[src/sv/lphd_ram.sv]
// Generic single-write, single-read synchronous RAM with registered read data.
`default_nettype none
module lphd_ram #(
   parameter int WIDTH = 8,
   parameter int DEPTH = 16
) (
   input  wire logic                     clock,
   input  wire logic                     we,
   input  wire logic [$clog2(DEPTH)-1:0] waddr,
   input  wire logic [WIDTH-1:0]         wdata,
   input  wire logic [$clog2(DEPTH)-1:0] raddr,
   output logic      [WIDTH-1:0]         rdata
);

   logic [WIDTH-1:0] mem_ff [DEPTH];
   logic [WIDTH-1:0] rdata_ff;

   always_ff @(posedge clock) begin
      if (we) begin
         mem_ff[waddr] <= wdata;
      end
      rdata_ff <= mem_ff[raddr];
   end

   assign rdata = rdata_ff;

endmodule
`default_nettype wire

[config.mk]
export PLATFORM = sky130hd
export DESIGN_NAME = lphd_ram
export DESIGN_NICKNAME = d
export VERILOG_FILES = /design/src/sv/lphd_ram.sv
export SDC_FILE = /design/constraint.sdc
export NUM_CORES = 1
export LEC_CHECK = 0
export ABC_AREA = 1
export BUFFER_PORTS_ARGS = -buffer_cell sky130_fd_sc_hd__buf_2
export CAP_MARGIN = 5
export CORE_MARGIN = 2
export CORE_UTILIZATION = 50
export DETAILED_ROUTE_END_ITERATION = 16
export PLACE_DENSITY = 0.79
export REMOVE_ABC_BUFFERS = 1
export SYNTH_ARGS = -nofsm -noshare
export SYNTH_HDL_FRONTEND = slang
export SYNTH_SLANG_ARGS = --single-unit
export TNS_END_PERCENT = 100
[constraint.sdc]
create_clock -name clock -period 1.4 [get_ports clock]
set_input_delay 0.21 -clock clock [delete_from_list [all_inputs] [get_ports clock]]
set_output_delay 0.21 -clock clock [all_outputs]
set_load 0.02 [all_outputs]
# Word level (Yosys, flattened, before mapping)
# Memory sizes are Yosys's and may differ from the RTL's. A register that Yosys moved wholly into a read port is not among the register bits.
# Cells that the tools add are included.
[totals]
register_bits = 0
mem_bits_rw = 128
input_bits = 18
output_inout_bits = 8
wordCells = 3
mem_count = 1
[classes]
n_mux = 2
[memory_table]
columns = ["memory", "words", "width", "read_ports", "rd_clocked_by_memory_dff", "wr", "line", "rtl"]
rows = [
  ["mem_ff", 16, 8, 1, 1, 1, "15", "logic [WIDTH-1:0] mem_ff [DEPTH];"],
]
[op_table]
columns = ["cell", "n"]
rows = [
  ["1-bit 2-to-1 mux", 2],
]

# Logic depth before layout (Yosys ltp)
[logic_depth]
word_depth = 2
ltp_mapped = 8
mapped_depth_nobuf = 7

# Worst setup path after synthesis
# Ideal clock, no wire load.
[synth_timing]
path_type = "in2reg"
from = "input waddr[2]"
to = "memory mem_ff[10][0], enable pin"
setup_ps = 370
arrival_ps = 791
required_ps = 1030
setup_slack_ps = 239
stages = 2
path_buffers = 0
cell_sequence = "nand3b_1 -> nor2_1"
[synth_rtl]
columns = ["element", "line", "rtl"]
rows = [
  ["from (decl)", "9", "input wire logic [$clog2(DEPTH)-1:0] waddr,"],
  ["to (decl)", "15", ""],
]
# No word-level cell before the write port.

# Final worst setup path
[layout_timing]
from = "register rdata_ff[4] (netlist: rdata[4]), read port of mem_ff"
to = "output rdata[4]"
[layout_rtl]
columns = ["element", "line", "rtl"]
rows = [
  ["from (decl)", "16", "logic [WIDTH-1:0] rdata_ff;"],
  ["to (decl)", "12", "output logic [WIDTH-1:0] rdata"],
]
# No word-level cell between the ends.

==> reports/qor.txt <==
Yosys warns - 0
Setup CP Type - register to output port
Non-filler cells, final - 751
DP HPWL - 7850 um
#FFs+latches synth - 136
Routed Antenna Nets - 0
Syn Area/Cell - 10.5 sq um
Final nets - 613
Setup Skew - 0.00602 ns
Setup slack at placement - 0.144 ns
Fillers - 878
Die ar. - 12400 sq um
Crit-path max FO - 1
Unrepaired setup endpoints after global routing - false
Commonest non-fill, non-tap cell in the layout - nand2_1
Number of global-route vias before repair - 4044
Post-synthesis sequential area ratio - 0.694
Crit-path slowest cell - dfxtp_1
Core area - 11300 sq um
Worst-Skew Late Latency - 0.41 ns
Worst-Margin Slew - 0.353 ns
Worst Setup Start Kind - register
CTS Buf Count - 17
Post_cts resized - 0
Post-Syn Instances - 551
Most frequent cells in the layout - nand2_1, edfxtp_1, inv_1
CTS Buffer Depth - 2
Syn-to-layout area delta - 17.0%
Multi-input gate area - 1210 sq um
Grt ovf - 0
Sink Count - 136
Post-Syn Area - 5770 sq um
Gp weighted congestion - 0.817
Overall routing resource usage - 0.218
Period utilization - 0.821
CTS tree - yes
N_diodes - 0
Setup violations, final - 0
Drt via density - 5.29
Final min period - 1.15 ns
IO buf count - 25
Routed wire length - 12800 um
Htree depth - 4
Clk root buf - clkbuf_16
Worst path cell trace - buf_2
# IOs - 26
CP top delay family - flip-flops
Clock transition at the registers of the reported paths - 0.06 ns
Final slew viol count - 0
Final setup TNS - 0 ns
Outcome - completed
Pwr dens - 1430 nW/um^2
Pwr Total - 9.66 mW
Placed Instances - 719
Iter 0 DRT Violations - 377
Synth cell types - 12
Worst Hold Class - input pin to register
CP Data Arrival Time - 0.94 ns
Core Rows - 39
Required @ worst endpoint - 1.19 ns
Hold Buf Count CTS - 0
Wirelength per Cell - 17.1 um
Pleak - 2.95 nW
Via Count - 3971
Crit path largest cell delay - 0.35 ns
Total of max-cap violations - 0
Post-route core utilization - 0.596
Drt pass-1 iters - 9
CP endpoint kind - output port
Initial antenna violation count - 0
FF/Latch Area - 4000 sq um
Die height - 111 um
DRC Markers - 0
Pin count of the biggest net entering global routing - 65
Worst VDD drop - 0.830 mV
Die X - 111 um
Fin. Hold Viols - 0
Fmax - 870 MHz
Slew headroom - 0.764
Global-route wire length before repair - 20500 um
WP buf/inv - 1
Share of cells above drive strength 1 - 0.137
Setup slack, reg-to-reg - 0.36 ns
Post-CTS Setup Inserts - 0
Worst setup slack after layout - 0.251 ns
Initial Util - 0.509
==> kinds of logic (layout without fill, tap and decap cells) <==
kind of cell  Yosys count  in the layout  share of synthesized area
buf+inv               126            183                     0.0952
flops                 136            136                      0.694
simple gates          289            289                      0.210
==> metal layers <==
layer  GRT usage  vias up  part of all wire
met4       0.104        0             0.028
met3      0.0441       34             0.081
met5           0        -                 0
met1       0.263     1884              0.38
li1            -     1861                 -
met2       0.379      192              0.51
==> synthesized netlist by cell type (all sizes together) <==
| master | number | share of area |
|---|---|---|
| nand3 | 97 | 0.084 |
| edfxtp | 128 | 0.67 |
| inv | 102 | 0.066 |
| buf | 24 | 0.029 |
| nand3b | 2 | 0.0026 |
| nor2 | 17 | 0.011 |
| dfxtp | 8 | 0.028 |
| nand2 | 173 | 0.11 |
==> tightest hold or removal path, delay by kind of cell <==
| kind | cells | cell delay, ns |
|---|---|---|
| AND/OR/NAND/NOR | 2 | 0.15 |
| buffers and inverters | 1 | 0.18 |
==> final timing paths <==
check | startpoint | endpoint | cells past startpoint
min reg2reg | mem_ff[12][5]$_DFFE_PP_ | rdata[5]$_DFF_P_ | 6
max | rdata[4]$_DFF_P_ | rdata[4] | 1
max reg2reg | mem_ff[13][6]$_DFFE_PP_ | rdata[6]$_DFF_P_ | 6
min | raddr[3] | rdata[5]$_DFF_P_ | 3
==> state kept, by name, summed over array words and instances (netlist names) <==
name,flops
mem_ff,128
rdata,8
==> through the flow <==
stage                     cell area (sq um)  hold slack (ns)
after floorplan                        5600            0.309
after global placement                 6150            0.587
after detailed placement               6150            0.613
after CTS                              6750            0.186
after global routing                   6750            0.217
final                                  6750            0.184
==> power by group <==
group | total [mW] | internal (mW) | switching, mW
logic | 0.600 | 0.182 | 0.417
clock network | 4.48 | 2.80 | 1.68
registers | 4.58 | 4.55 | 0.0296
total | 9.66 | 7.54 | 2.12
==> cell type report <==
cell class / instances / share of cell area
clock buffer: 17 / 0.0630
clock inverter: 15 / 0.0261
inverter: 102 / 0.0567
multi-input combinational: 289 / 0.180
sequential: 136 / 0.593
tap: 143 / 0.0265
timing repair buffer: 49 / 0.0545
Note: power is estimated with default switching activity, not from simulation.
