--- src/sv/lphd_pkg.sv ---
// Shared constants, types and the home-slot function of the linear-probe dictionary.
`default_nettype none
package lphd_pkg;

   localparam int SLOT_COUNT = 26;
   localparam int SLOT_BITS  = $clog2(SLOT_COUNT);
   localparam int KEY_BITS   = 64;
   localparam int VALUE_BITS = 64;
   localparam int ENTRY_BITS = KEY_BITS + VALUE_BITS;
   localparam int CSR_ADDR_BITS = 3;
   localparam int CSR_DATA_BITS = 32;

   typedef logic [SLOT_BITS-1:0] slot_type;

   localparam slot_type LAST_SLOT = slot_type'(SLOT_COUNT - 1);

   // request codes
   localparam logic [1:0] REQ_INSERT = 2'd0;
   localparam logic [1:0] REQ_SEARCH = 2'd1;
   localparam logic [1:0] REQ_DELETE = 2'd2;

   // response status codes
   localparam logic [1:0] STATUS_DONE = 2'd0;
   localparam logic [1:0] STATUS_MISS = 2'd1;
   localparam logic [1:0] STATUS_FULL = 2'd2;

   // data bit index of replace_mode within register 0; the mode sits in data bit 0
   localparam int CSR_REPLACE_MODE = 0;

   localparam logic [7:0] LOWER_A      = 8'd97;
   localparam logic [7:0] UPPER_A      = 8'd65;
   localparam logic [7:0] LETTER_COUNT = 8'd26;
   // floor(c/26) == (c*79) >> 11 for every 8-bit c
   localparam logic [14:0] RECIP_26    = 15'd79;
   localparam int          RECIP_SHIFT = 11;

   typedef struct packed {
      logic                  we;
      slot_type              waddr;
      logic [ENTRY_BITS-1:0] wdata;
      slot_type              raddr;
   } ram_port_type;

   function automatic slot_type home_of(input logic [7:0] c);
      logic [14:0] prod;
      logic [7:0]  quot;
      logic [7:0]  rem;
      prod = 15'(c) * RECIP_26;
      quot = 8'(prod >> RECIP_SHIFT);
      rem  = c - 8'(quot * LETTER_COUNT);
      if (c >= LOWER_A && c < LOWER_A + LETTER_COUNT) begin
         home_of = slot_type'(c - LOWER_A);
      end else if (c >= UPPER_A && c < UPPER_A + LETTER_COUNT) begin
         home_of = slot_type'(c - UPPER_A);
      end else begin
         home_of = slot_type'(rem);
      end
   endfunction

   function automatic slot_type next_slot(input slot_type s);
      next_slot = (s == LAST_SLOT) ? '0 : slot_type'(s + 1'b1);
   endfunction

endpackage
`default_nettype wire

--- src/sv/lphd_ctrl.sv ---
// Probe sequencer: slot occupancy bits, insert/search/delete scans and the response register.
`default_nettype none
module lphd_ctrl (
   input  wire logic                             clock,
   input  wire logic                             reset,
   input  wire logic                             replace_mode,
   input  wire logic                             req_valid,
   output logic                                  req_ready,
   input  wire logic [1:0]                       req_type,
   input  wire logic [lphd_pkg::KEY_BITS-1:0]    req_key,
   input  wire logic [lphd_pkg::VALUE_BITS-1:0]  req_value,
   output logic                                  rsp_valid,
   input  wire logic                             rsp_ready,
   output logic [1:0]                            rsp_status,
   output logic [lphd_pkg::VALUE_BITS-1:0]       rsp_found_value,
   output logic [lphd_pkg::SLOT_BITS-1:0]        rsp_slot_index,
   output lphd_pkg::ram_port_type                ram_port,
   input  wire logic [lphd_pkg::ENTRY_BITS-1:0]  ram_rdata
);
   import lphd_pkg::*;

   localparam logic [2:0] S_IDLE = 3'd0;
   localparam logic [2:0] S_ICHK = 3'd1;
   localparam logic [2:0] S_FREE = 3'd2;
   localparam logic [2:0] S_SRCH = 3'd3;
   localparam logic [2:0] S_RESP = 3'd4;

   localparam slot_type DISP_LAST = slot_type'(SLOT_COUNT - 2);
   localparam slot_type SCAN_END  = slot_type'(SLOT_COUNT);

   logic [2:0]            state_ff, state_in;
   logic [1:0]            op_ff, op_in;
   logic [KEY_BITS-1:0]   key_ff, key_in;
   logic [VALUE_BITS-1:0] val_ff, val_in;
   slot_type              home_ff, home_in;
   slot_type              slot_ff, slot_in;
   slot_type              cnt_ff, cnt_in;
   logic                  disp_ff, disp_in;
   logic                  cmp_valid_ff, cmp_valid_in;
   slot_type              cmp_slot_ff, cmp_slot_in;
   logic                  cmp_used_ff, cmp_used_in;
   logic                  cmp_last_ff, cmp_last_in;
   logic [SLOT_COUNT-1:0] used_ff, used_in;
   logic [1:0]            res_status_ff, res_status_in;
   logic [VALUE_BITS-1:0] res_value_ff, res_value_in;
   slot_type              res_idx_ff, res_idx_in;
   logic                  rsp_valid_ff, rsp_valid_in;
   logic [1:0]            rsp_status_ff, rsp_status_in;
   logic [VALUE_BITS-1:0] rsp_value_ff, rsp_value_in;
   slot_type              rsp_idx_ff, rsp_idx_in;

   logic [KEY_BITS-1:0]   rd_key;
   logic [VALUE_BITS-1:0] rd_val;
   slot_type              req_home;
   slot_type              rd_home;
   logic                  issuing;

   assign rd_key   = ram_rdata[ENTRY_BITS-1 -: KEY_BITS];
   assign rd_val   = ram_rdata[VALUE_BITS-1:0];
   assign req_home = home_of(req_key[KEY_BITS-1 -: 8]);
   assign rd_home  = home_of(rd_key[KEY_BITS-1 -: 8]);
   assign issuing  = (cnt_ff != SCAN_END);

   assign req_ready       = (state_ff == S_IDLE);
   assign rsp_valid       = rsp_valid_ff;
   assign rsp_status      = rsp_status_ff;
   assign rsp_found_value = rsp_value_ff;
   assign rsp_slot_index  = rsp_idx_ff;

   always_comb begin
      state_in      = state_ff;
      op_in         = op_ff;
      key_in        = key_ff;
      val_in        = val_ff;
      home_in       = home_ff;
      slot_in       = slot_ff;
      cnt_in        = cnt_ff;
      disp_in       = disp_ff;
      cmp_valid_in  = 1'b0;
      cmp_slot_in   = cmp_slot_ff;
      cmp_used_in   = cmp_used_ff;
      cmp_last_in   = cmp_last_ff;
      used_in       = used_ff;
      res_status_in = res_status_ff;
      res_value_in  = res_value_ff;
      res_idx_in    = res_idx_ff;
      rsp_valid_in  = rsp_valid_ff && !rsp_ready;
      rsp_status_in = rsp_status_ff;
      rsp_value_in  = rsp_value_ff;
      rsp_idx_in    = rsp_idx_ff;
      ram_port.we    = 1'b0;
      ram_port.waddr = slot_ff;
      ram_port.wdata = {key_ff, val_ff};
      ram_port.raddr = slot_ff;

      unique case (state_ff)
         S_IDLE: begin
            ram_port.raddr = req_home;
            if (req_valid) begin
               op_in   = req_type;
               key_in  = req_key;
               val_in  = req_value;
               home_in = req_home;
               slot_in = req_home;
               cnt_in  = '0;
               unique case (req_type)
                  REQ_INSERT: state_in = S_ICHK;
                  REQ_SEARCH, REQ_DELETE: state_in = S_SRCH;
                  default: begin
                     res_status_in = STATUS_MISS;
                     res_value_in  = '0;
                     res_idx_in    = '0;
                     state_in      = S_RESP;
                  end
               endcase
            end
         end
         S_ICHK: begin
            // home entry is on the read port now
            cnt_in   = '0;
            state_in = S_FREE;
            if (replace_mode && used_ff[home_ff] && rd_home != home_ff) begin
               ram_port.we    = 1'b1;
               ram_port.waddr = home_ff;
               key_in  = rd_key;
               val_in  = rd_val;
               slot_in = next_slot(home_ff);
               disp_in = 1'b1;
            end else begin
               slot_in = home_ff;
               disp_in = 1'b0;
            end
         end
         S_FREE: begin
            if (!used_ff[slot_ff]) begin
               ram_port.we       = 1'b1;
               ram_port.waddr    = slot_ff;
               used_in[slot_ff]  = 1'b1;
               res_status_in     = STATUS_DONE;
               res_value_in      = '0;
               res_idx_in        = disp_ff ? home_ff : slot_ff;
               state_in          = S_RESP;
            end else if (cnt_ff == (disp_ff ? DISP_LAST : LAST_SLOT)) begin
               res_status_in = STATUS_FULL;
               res_value_in  = '0;
               res_idx_in    = disp_ff ? home_ff : '0;
               state_in      = S_RESP;
            end else begin
               slot_in = next_slot(slot_ff);
               cnt_in  = slot_type'(cnt_ff + 1'b1);
            end
         end
         S_SRCH: begin
            // read issued here is compared in the following cycle
            cmp_valid_in = issuing;
            cmp_slot_in  = slot_ff;
            cmp_used_in  = used_ff[slot_ff];
            cmp_last_in  = (cnt_ff == LAST_SLOT);
            if (issuing) begin
               slot_in = next_slot(slot_ff);
               cnt_in  = slot_type'(cnt_ff + 1'b1);
            end
            if (cmp_valid_ff && cmp_used_ff && rd_key == key_ff) begin
               res_status_in = STATUS_DONE;
               res_idx_in    = cmp_slot_ff;
               res_value_in  = (op_ff == REQ_SEARCH) ? rd_val : '0;
               if (op_ff == REQ_DELETE) begin
                  used_in[cmp_slot_ff] = 1'b0;
               end
               cmp_valid_in = 1'b0;
               state_in     = S_RESP;
            end else if (cmp_valid_ff && cmp_last_ff) begin
               res_status_in = STATUS_MISS;
               res_idx_in    = '0;
               res_value_in  = '0;
               cmp_valid_in  = 1'b0;
               state_in      = S_RESP;
            end
         end
         S_RESP: begin
            if (!rsp_valid_ff || rsp_ready) begin
               rsp_valid_in  = 1'b1;
               rsp_status_in = res_status_ff;
               rsp_value_in  = res_value_ff;
               rsp_idx_in    = res_idx_ff;
               state_in      = S_IDLE;
            end
         end
         default: state_in = S_IDLE;
      endcase
   end

   always_ff @(posedge clock) begin
      if (reset) begin
         state_ff     <= S_IDLE;
         used_ff      <= '0;
         rsp_valid_ff <= 1'b0;
         cmp_valid_ff <= 1'b0;
      end else begin
         state_ff     <= state_in;
         used_ff      <= used_in;
         rsp_valid_ff <= rsp_valid_in;
         cmp_valid_ff <= cmp_valid_in;
      end
   end

   always_ff @(posedge clock) begin
      op_ff         <= op_in;
      key_ff        <= key_in;
      val_ff        <= val_in;
      home_ff       <= home_in;
      slot_ff       <= slot_in;
      cnt_ff        <= cnt_in;
      disp_ff       <= disp_in;
      cmp_slot_ff   <= cmp_slot_in;
      cmp_used_ff   <= cmp_used_in;
      cmp_last_ff   <= cmp_last_in;
      res_status_ff <= res_status_in;
      res_value_ff  <= res_value_in;
      res_idx_ff    <= res_idx_in;
      rsp_status_ff <= rsp_status_in;
      rsp_value_ff  <= rsp_value_in;
      rsp_idx_ff    <= rsp_idx_in;
   end

endmodule
`default_nettype wire

--- config.mk ---
export PLATFORM = sky130hd
export DESIGN_NAME = lphd_ctrl
export DESIGN_NICKNAME = d
export VERILOG_FILES = /design/src/sv/lphd_pkg.sv /design/src/sv/lphd_ctrl.sv
export SDC_FILE = /design/constraint.sdc
export NUM_CORES = 1
export LEC_CHECK = 0
export BUFFER_PORTS_ARGS = -buffer_cell sky130_fd_sc_hd__buf_2
export CAP_MARGIN = 30
export CORE_ASPECT_RATIO = 1.2
export CORE_MARGIN = 1.5
export CORE_UTILIZATION = 23
export CTS_CLUSTER_DIAMETER = 80
export DETAILED_ROUTE_END_ITERATION = 6
export GPL_TIMING_DRIVEN = 0
export HOLD_SLACK_MARGIN = 0.08
export SYNTH_ARGS = -nofsm -noshare
export SYNTH_HDL_FRONTEND = slang
export SYNTH_SLANG_ARGS = --single-unit
--- constraint.sdc ---
create_clock -name clock -period 17.9 [get_ports clock]
set_input_delay 1.79 -clock clock [delete_from_list [all_inputs] [get_ports clock]]
set_output_delay 1.79 -clock clock [all_outputs]
set_load 0.05 [all_outputs]
# After elaboration in Yosys (flattened, before gate mapping)
# Index checks and enable logic that the tools add are counted.
[word_totals] input_bits=263 wordCells=183 out_inout_bits=212 reg_bits=326
[classes] mux=75 multipliers=4 n_eq_ne=27 order_cmp=13 bitwise_logic=4 reduce_logical=31 add_sub_neg=9
[ops] cell="64-bit 2-to-1 mux" count=11
[ops] cell="64-bit one-hot mux with 2 select lines" count=2
[ops] cell="64-bit one-hot mux with 3 select lines" count=1
[ops] cell="5-bit 2-to-1 mux" count=24
[ops] cell="26-bit 2-to-1 mux" count=3
[ops] cell="64-bit equality test" count=1
[ops] cell="26-bit one-hot mux with 2 select lines" count=1
[ops] cell="5-bit one-hot mux with 4 select lines" count=2
[ops] cell="8-bit by 7-bit >= comparator with 1-bit output (second input constant)" count=4
[ops] cell="8-bit by 7-bit less-than comparator with 1-bit output (second input constant)" count=4
[ops] cell="8-bit by 7-bit multiplier with 15-bit output (second input constant)" count=2
[ops] cell="26-bit AND" count=1
[ops] cell="26-bit NOT" count=1
[ops] cell="26-bit bitwise OR" count=1
[ops] cell="2-bit inequality test (second input constant)" count=10
[ops] cell="5-bit by 1-bit subtractor with 5-bit output (second input constant)" count=4
[ops] cell="5-bit by 6-bit less-than comparator with 1-bit output (second input constant)" count=3
[ops] cell="3-bit 2-to-1 mux" count=6
[ops] cell="5-bit by 1-bit adder with 5-bit output (second input constant)" count=3
[ops] cell="5-bit equality test (second input constant)" count=3
[ops] cell="3-bit one-hot mux with 5 select lines" count=1
[ops] cell="5-bit one-hot mux with 3 select lines" count=1
[ops] cell="1-bit logical AND" count=12
[ops] cell="2-bit 2-to-1 mux" count=6
[ops] cell="34 further kinds" count=56

# Depth between registers and ports, before layout
# Gate-level depths: netlist (run 1).
[logic_depth] word_depth=9 ltp_mapped=26 mapped_depth_nobuf=26

# Worst setup path before layout (run 1)
# OpenSTA, ideal clock, no wires.
[synth_timing] kind="input port to output port" from="input ram_rdata[125] in the netlist's numbering" to="output ram_port[133] in the netlist's numbering" n_path_buf=0 stages=25 path_slack_ns=8.078 required_time_ns=16.110 arrival_ns=8.032 cell_sequence="inv_1 > fa_1 > inv_1 > ha_1 > inv_1 > fa_1 > fa_1 > inv_1 > ha_1 > o21a_1 > o211ai_1 > o21ai_2 > a21oi_1 > xnor2_1 > ha_1 > inv_1 > ha_1 > a21oi_1 > and3_1 > a311o_1 > o22ai_1 > or4_4 > a211oi_2 > nor4_4 > o21ai_0"
[synth_lines] element="start, declared" line="lphd_ctrl.sv:18" rtl="input wire logic [lphd_pkg::ENTRY_BITS-1:0] ram_rdata"
[synth_lines] element="end, declared" line="lphd_ctrl.sv:17" rtl="output lphd_pkg::ram_port_type ram_port,"

==> results of run 1 <==
layout make-up:
class	count	share of cell area, %
flip-flops and latches	326	42.5
multi-input cells	1058	32.0
repair buffers	487	11.6
well taps	999	5.60
clock buffers	50	4.51
inverters	115	1.93
plain buffers	64	1.08
clock inverters	17	0.723
diodes	3	0.0336
power groups by stage:
stage | clock, mW | sequential, mW | combinational [mW]
global placement | 0 | 1.18 | 1.43
CTS | 0.769 | 1.15 | 1.48
global route | 0.793 | 1.17 | 1.59
detailed placement | 0 | 1.17 | 1.47
finish | 0.744 | 1.15 | 1.47
floorplan | 0 | 1.49 | 0.681
cells in the final DEF (no fill, tap or decap), types with 5 or more instances in the layout:
cell and instances:
o211ai_1 7, inv_1 114, o22ai_1 6, buf_1 6, nor4_1 8, buf_2 477
a21oi_1 41, clkinv_2 7, mux4_2 13, nand2b_1 14, nor2_1 33, xor2_1 40
dfxtp_1 31, o221ai_1 5, a2111oi_0 6, and2_1 74, ha_1 104, a21o_1 5
nand3b_1 5, fa_1 30, mux2_2 5, or2_2 5, nor3_1 11, edfxtp_1 295
nand2_1 416, a22oi_1 11, and3_1 6, xnor2_1 36, nor2b_1 25, o21ai_0 51
mux2i_1 7, clkbuf_1 68, nand4_1 7, clkbuf_16 38, nand3_1 15
sequential cells by signal, summed over array words and instances (netlist names):
| signal | cells |
|---|---|
| used_ff | 26 |
| res_status_ff | 2 |
| key_ff | 64 |
| op_ff | 2 |
| rsp_status | 2 |
| cmp_last_ff | 1 |
| rsp_valid | 1 |
| rsp_found_value | 64 |
| state_ff | 3 |
| cmp_slot_ff | 5 |
| cnt_ff | 5 |
| disp_ff | 1 |
| res_value_ff | 64 |
| home_ff | 5 |
| res_idx_ff | 5 |
| cmp_used_ff | 1 |
| val_ff | 64 |
| rsp_slot_index | 5 |
| cmp_valid_ff | 1 |
| slot_ff | 5 |
path summary, 6_finish.rpt:
| kind | from | end | slack (ps) | depth (start not counted) |
|---|---|---|---|---|
| worst min-delay path | res_value_ff[3] | rsp_found_value[3] | 410 | 0 |
| worst min register to register | res_value_ff[3] | rsp_found_value[3] | 410 | 0 |
| worst max register to register | key_ff[59] | res_value_ff[4] | 13260 | 11 |
| worst max-delay path | ram_rdata[125] | ram_port[137] | 7410 | 27 |
metal layers:
metal / vias up / GRT usage (%)
met5: - / 0
li1: 6436 / -
met1: 6366 / 17.7
met3: 99 / 3.42
met4: 10 / 4.68
met2: 562 / 25.9
through the flow:
step	hold slack, ps	total power [mW]
after global routing	408	3.55
after floorplan	400	2.18
after CTS	402	3.40
after global placement	400	2.62
after detailed placement	405	2.64
final	414	3.36
worst reg2reg max path, cell delays in order (launching register included):
cell and delay [ps]:
edfxtp_1 420, xor2_1 210, buf_4 200, nor4_1 680, nand2_1 320, nor4_1 400
and4_1 290, clkbuf_1 350, and3b_1 240, clkbuf_1 670, clkbuf_1 440, and2_1 260
cell families after synthesis:
kind of cell / synth area share, %
AOI/OAI and AO/OA: 6.61
xor gates and xnor gates: 3.85
adders and majority gates: 11.0
buffers and inverters: 3.90
DFF: 54.9
muxes: 2.58
and+or+nand+nor: 17.2
==> flow_summary_export.csv, run 1 <==
group,metric,value,unit
power_and_ir_drop,ir_worst_vdd,0.132,mV
floorplanning,core.rowCount,109,
finish,final_area,22300,µm²
sta,rsz0062_at_grt,"no",
sta,finalSetupTns,0,ps
routing,first_iter_violations,995,
routing,met1Wirelength,23400,µm
yosys,postSynthRegisterBits,326,
global_routing,wire_length_of_the_first_global_routing_pass,83100,µm
placement,io_buffers,474,
yosys,most_repeated_cell_in_the_gate_level_netlist_after_synthesis,"nand2_1",
yosys,number_of_library_cell_types_mapped_by_synthesis,72,
power_and_ir_drop,leakage_power,9.53,nW
routing,met3WireLength,4580,µm
floorplanning,floorplan.initialDensity,23.3,%
power_and_ir_drop,power.density_cell_area,151,nW/µm²
yosys,synth-async-reset-ratio,0,%
global_routing,grt_overflow_total,0,
power_and_ir_drop,p_comb_share,43.6,%
setup_path,critical_path_start_type,"primary input",
yosys,synthesized_area_per_cell,11.1,µm²
clock_tree,postCtsResizedCells,0,
placement,dp_cells,3048,
yosys,synth.yosys.warnings,0,
routing,detail_route.first_pass.iterations,7,
hold_path,worst_hold_path_type,"flop to flop",
setup_path,critical-path-top-delay-family,"adder cells",
routing,routed_wire_length,58100,µm
power_and_ir_drop,power_report.internal_total,1.91,mW
routing,postRouteAntennaNets,0,
power_and_ir_drop,switching_share_of_power,43.2,%
routing,top_layer,"met5",
sta,report.final.slew_viol_count,0,
sta,worst_clock_skew,16.7,ps
setup_path,criticalPathCategory,"primary input to primary output",
sta,worst_slack_setup_final,7410,ps
yosys,ys_top_cells_by_area,"edfxtp_1 (51%), nand2_1 (9.0%), ha_1 (7.5%)",
routing,met2RoutedLength,28500,µm
routing,drt-vias-per-instance,4.32,
yosys,synth_area,17300,µm²
setup_path,critical_path.endpoint_type,"primary output",
yosys,yosys_most_used_dff,"edfxtp_1",
sta,layout_worst_path_cycle_share,58.6,%
placement,post_dp_hpwl,46000,µm
yosys,number_of_flops_mapped_to_enable_cells_by_yosys,295,
placement,minimum_setup_slack_after_placement,7360,ps
setup_path,worst-path-max-fanout,10,
global_routing,maximum_number_of_pins_on_one_net_before_global_route_repair,64,
clock_tree,cts_clock_pin_slew_for_the_worst_setup_and_hold_paths,60,ps
sta,maxClockFrequency,95.4,MHz
floorplanning,floorplan.die.width,253,µm
floorplanning,core_footprint,74100,µm²
yosys,synth.net_count,1960,
finish,footprint_of_the_flip_flops_and_latches,9480,µm²
clock_tree,cts.sink_count,326,
routing,wire_per_inst,18.6,µm
floorplanning,die-area,76800,µm²
placement,dpl-instance-area,21100,µm²
clock_tree,cts-root-buf,"clkbuf_16",
clock_tree,postCtsSetupBuffers,0,
routing,route.vias.total,13473,
finish,drive_gt1_share,27.4,%
power_and_ir_drop,clock_power_share,22.1,%
setup_path,worst_ep_arrival_time,8700,ps
outcome,failed_checks,"design-rule violations",
clock_tree,cts_hold_buffers,0,
sta,timing.final.setup_violations,0,
clock_tree,numCtsBuffers,37,
finish,area.growth.synth_to_final,29.2,%
clock_tree,clock_latency_reported_for_the_late_side_of_the_worst_skew_pair,550,ps
yosys,number_of_cells_produced_by_synthesis,1563,
yosys,synth.cells.most_frequent,"nand2_1 (416), edfxtp_1 (295), inv_1 (114)",
routing,detail_route.drc_violations,3,
yosys,yosysSeqAreaShare,54.9,%
clock_tree,htree_num_levels,2,
power_and_ir_drop,part_of_the_power_in_registers,34.2,%
finish,final_nets,2486,
finish,postLayoutCoreUtil,30.1,%
global_routing,antenna_found_initial,11,
floorplanning,fp.dieH,303,µm
finish,multi_input_comb_area,7150,µm²
finish,final_cells,3119,
sta,timing.max_slew.rel_slack,39.8,%
yosys,synth_area_leader_cell,"edfxtp_1",
job,drv_cap,0,
floorplanning,floorplan.io_pins,475,
setup_path,crit_buf_inv,7,
sta,fin_hold_viols,0,
sta,timing_worst_slew_pin_value,903,ps
sta,final.min_clock_period,10490,ps
global_routing,global_route.usage.total,14.7,%
setup_path,worst_path_largest_cell_delay,580,ps
clock_tree,maximum_number_of_buffers_from_clock_root_to_sink,3,
power_and_ir_drop,total_switching_power,1.45,mW
clock_tree,tritoncts,"yes",
placement,place_congestion,0.875,
outcome,run_status,"finished, violations left",
finish,fillerInstances,7738,
setup_path,cpMostUsedCell,"inv_1",
setup_path,critical-path-slowest-cell,"fa_1",
global_routing,first_global_vias,13170,
yosys,yosysTopAreaCellShare,51.3,%
setup_path,critPathRequiredTime,16110,ps
(Power assumes the default switching activity.)
==> run 2: changes to the inputs <==
Settings changed: ABC_AREA set to 1.
Clock period 17.9 ns to 8.4 ns, I/O delays scaled along.
==> flow_summary_export.csv, run 2 <==
group,metric,value,unit
setup_path,cpMostUsedCell,"inv_1",
setup_path,criticalPathCategory,"primary input to primary output",
yosys,synthesized_area_per_cell,9.22,µm²
yosys,number_of_flops_mapped_to_enable_cells_by_yosys,295,
setup_path,critical_path.endpoint_type,"primary output",
power_and_ir_drop,ir_worst_vdd,0.260,mV
routing,routed_wire_length,74200,µm
routing,drt-vias-per-instance,4.57,
yosys,yosys_most_used_dff,"edfxtp_1",
global_routing,grtUsageMet1,20.7,%
global_routing,use_met3,5.38,%
clock_tree,htree_num_levels,2,
power_and_ir_drop,power.density_cell_area,405,nW/µm²
outcome,run_status,"finished, final reports clean",
yosys,number_of_cells_produced_by_synthesis,2012,
finish,final_nets,2948,
global_routing,grt_use_met2,29.4,%
power_and_ir_drop,leakage_power,10.7,nW
yosys,postSynthRegisterBits,326,
sta,layout_worst_path_cycle_share,93.6,%
sta,rsz0062_at_grt,"no",
global_routing,global_route.usage.total,17.5,%
setup_path,critPathRequiredTime,7560,ps
finish,area.growth.synth_to_final,28.9,%
global_routing,first_global_vias,15968,
clock_tree,clock_latency_reported_for_the_late_side_of_the_worst_skew_pair,570,ps
finish,layout.cells.most_common,"buf_2",
setup_path,critical_path_start_type,"primary input",
setup_path,worst_path_largest_cell_delay,580,ps
routing,route.vias.total,16542,
floorplanning,core.rowCount,113,
floorplanning,floorplan.io_pins,475,
global_routing,maximum_number_of_pins_on_one_net_before_global_route_repair,29,
yosys,synth_area,18600,µm²
job,drv_cap,0,
yosys,yosysTopAreaCellShare,47.7,%
yosys,ys_top_cells_by_area,"edfxtp_1 (48%), nand2_1 (7.9%), ha_1 (7.0%)",
clock_tree,tritoncts,"yes",
clock_tree,cts.sink_count,326,
yosys,synth.cells.most_frequent,"nand2_1 (390), inv_1 (313), edfxtp_1 (295)",
sta,worst_clock_skew,24.0,ps
finish,drive_gt1_share,25.3,%
sta,timing.max_slew.rel_slack,35.3,%
sta,report.final.slew_viol_count,0,
yosys,most_repeated_cell_in_the_gate_level_netlist_after_synthesis,"nand2_1",
floorplanning,floorplan.initialDensity,23.4,%
setup_path,critical-path-slowest-cell,"fa_1",
yosys,synth_area_leader_cell,"edfxtp_1",
clock_tree,maximum_number_of_buffers_from_clock_root_to_sink,3,
clock_tree,numCtsBuffers,40,
global_routing,grt_overflow_total,0,
placement,io_buffers,474,
floorplanning,core_footprint,79500,µm²
yosys,synth-async-reset-ratio,0,%
clock_tree,cts-root-buf,"clkbuf_16",
floorplanning,floorplan.die.width,262,µm
sta,fin_hold_viols,0,
setup_path,worst_ep_arrival_time,7030,ps
clock_tree,cts_hold_buffers,0,
global_routing,antenna_found_initial,17,
placement,post_dp_hpwl,60700,µm
sta,maxClockFrequency,127,MHz
yosys,synth.net_count,2409,
routing,first_iter_violations,1636,
sta,holdWs,396,ps
routing,postRouteAntennaNets,0,
clock_tree,cts_clock_pin_slew_for_the_worst_setup_and_hold_paths,60,ps
finish,fillerInstances,8445,
sta,final.min_clock_period,7870,ps
floorplanning,die-area,82400,µm²
sta,timing.final.setup_violations,0,
routing,detail_route.drc_violations,0,
power_and_ir_drop,total_power,9.69,mW
global_routing,grt_max_usage_layer,"met2",
global_routing,wire_length_of_the_first_global_routing_pass,106000,µm
yosys,number_of_library_cell_types_mapped_by_synthesis,55,
yosys,yosysSeqAreaShare,51.1,%
yosys,synth.yosys.warnings,0,
placement,place_congestion,0.954,
sta,timing_worst_slew_pin_value,968,ps
routing,detail_route.first_pass.iterations,7,
floorplanning,fp.dieH,314,µm
finish,most-common-layout-cells,"buf_2 (484), nand2_1 (390), inv_1 (312)",
hold_path,worst_hold_path_type,"flop to flop",
setup_path,worst-path-max-fanout,9,
routing,wire_per_inst,20.5,µm
==> run 2: what timing repair did <==
action / CTS / global route
buffers inserted: 0 / 4
setup endpoints to repair: 0 / 1
gates resized for setup: 0 / 3
==> run 2: cell families (layout without fill, tap and decap cells) <==
| kind of cell | after synthesis | in the layout | synth area share [%] |
|---|---|---|---|
| compound gates | 324 | 324 | 9.41 |
| xor+xnor | 36 | 36 | 1.70 |
| fa+ha+maj | 134 | 134 | 10.2 |
| buf+inv | 388 | 957 | 8.16 |
| flops | 326 | 326 | 51.1 |
| mux | 1 | 1 | 0.0539 |
| other cells | 0 | 7 | 0 |
| simple gates | 803 | 803 | 19.4 |
==> run 2: through the flow <==
| stage | cells | cell area [µm²] | setup slack, ps | TNS (ps) | utilization (%) |
|---|---|---|---|---|---|
| final | 3623 | 23900 | 535 | 0 | 30.1 |
| after global routing | 3619 | 23900 | 35.7 | 0 | 30.1 |
| after CTS | 3611 | 23900 | 396 | 0 | 30.0 |
| after detailed placement | 3539 | 22600 | 432 | 0 | 28.4 |
| after global placement | 3521 | 22200 | -1770 | -318620 | 28.0 |
| after floorplan | 2012 | 18600 | 545 | 0 | - |
==> run 2: final cells by class <==
type / instances / area (µm²) / share of cell area, %
antenna: 7 / 17.5 / 0.0732
buffer: 63 / 292 / 1.22
clock buffer: 43 / 1030 / 4.32
clock inverter: 29 / 256 / 1.07
inverter: 325 / 1230 / 5.13
multi-input combinational: 1298 / 7610 / 31.8
sequential: 326 / 9480 / 39.6
tap: 1035 / 1290 / 5.41
timing repair buffer: 497 / 2710 / 11.3
==> run 2: metal layers <==
layer	share of wire (%)	wire length, µm	vias up
met1	39	28600	7783
li1	-	-	7820
met2	47	35000	781
met4	4.2	3150	20
met5	0.17	126	-
met3	9.9	7330	138
==> run 2: path summary, 6_finish.rpt <==
kind | depth (start not counted) | slack (ps) | from | to
max reg2reg | 11 | 4380 | key_ff[36] | res_value_ff[60]
min | 0 | 400 | res_idx_ff[2] | rsp_slot_index[2]
min reg2reg | 0 | 400 | res_idx_ff[2] | rsp_slot_index[2]
max | 35 | 530 | ram_rdata[124] | ram_port[138]
==> run 2: worst max-delay path: cells and delay by family <==
family | cells | cell delay (ps)
compound gates | 4 | 780
xor+xnor | 2 | 290
simple gates | 13 | 1260
buf+inv | 9 | 1060
fa+ha+maj | 7 | 2780
==> run 2: power by group <==
part	internal (mW)	switching [mW]	leakage, nW
Clock	0.993	0.748	0.646
Combinational	1.18	3.84	7.03
Sequential	2.63	0.313	3.04
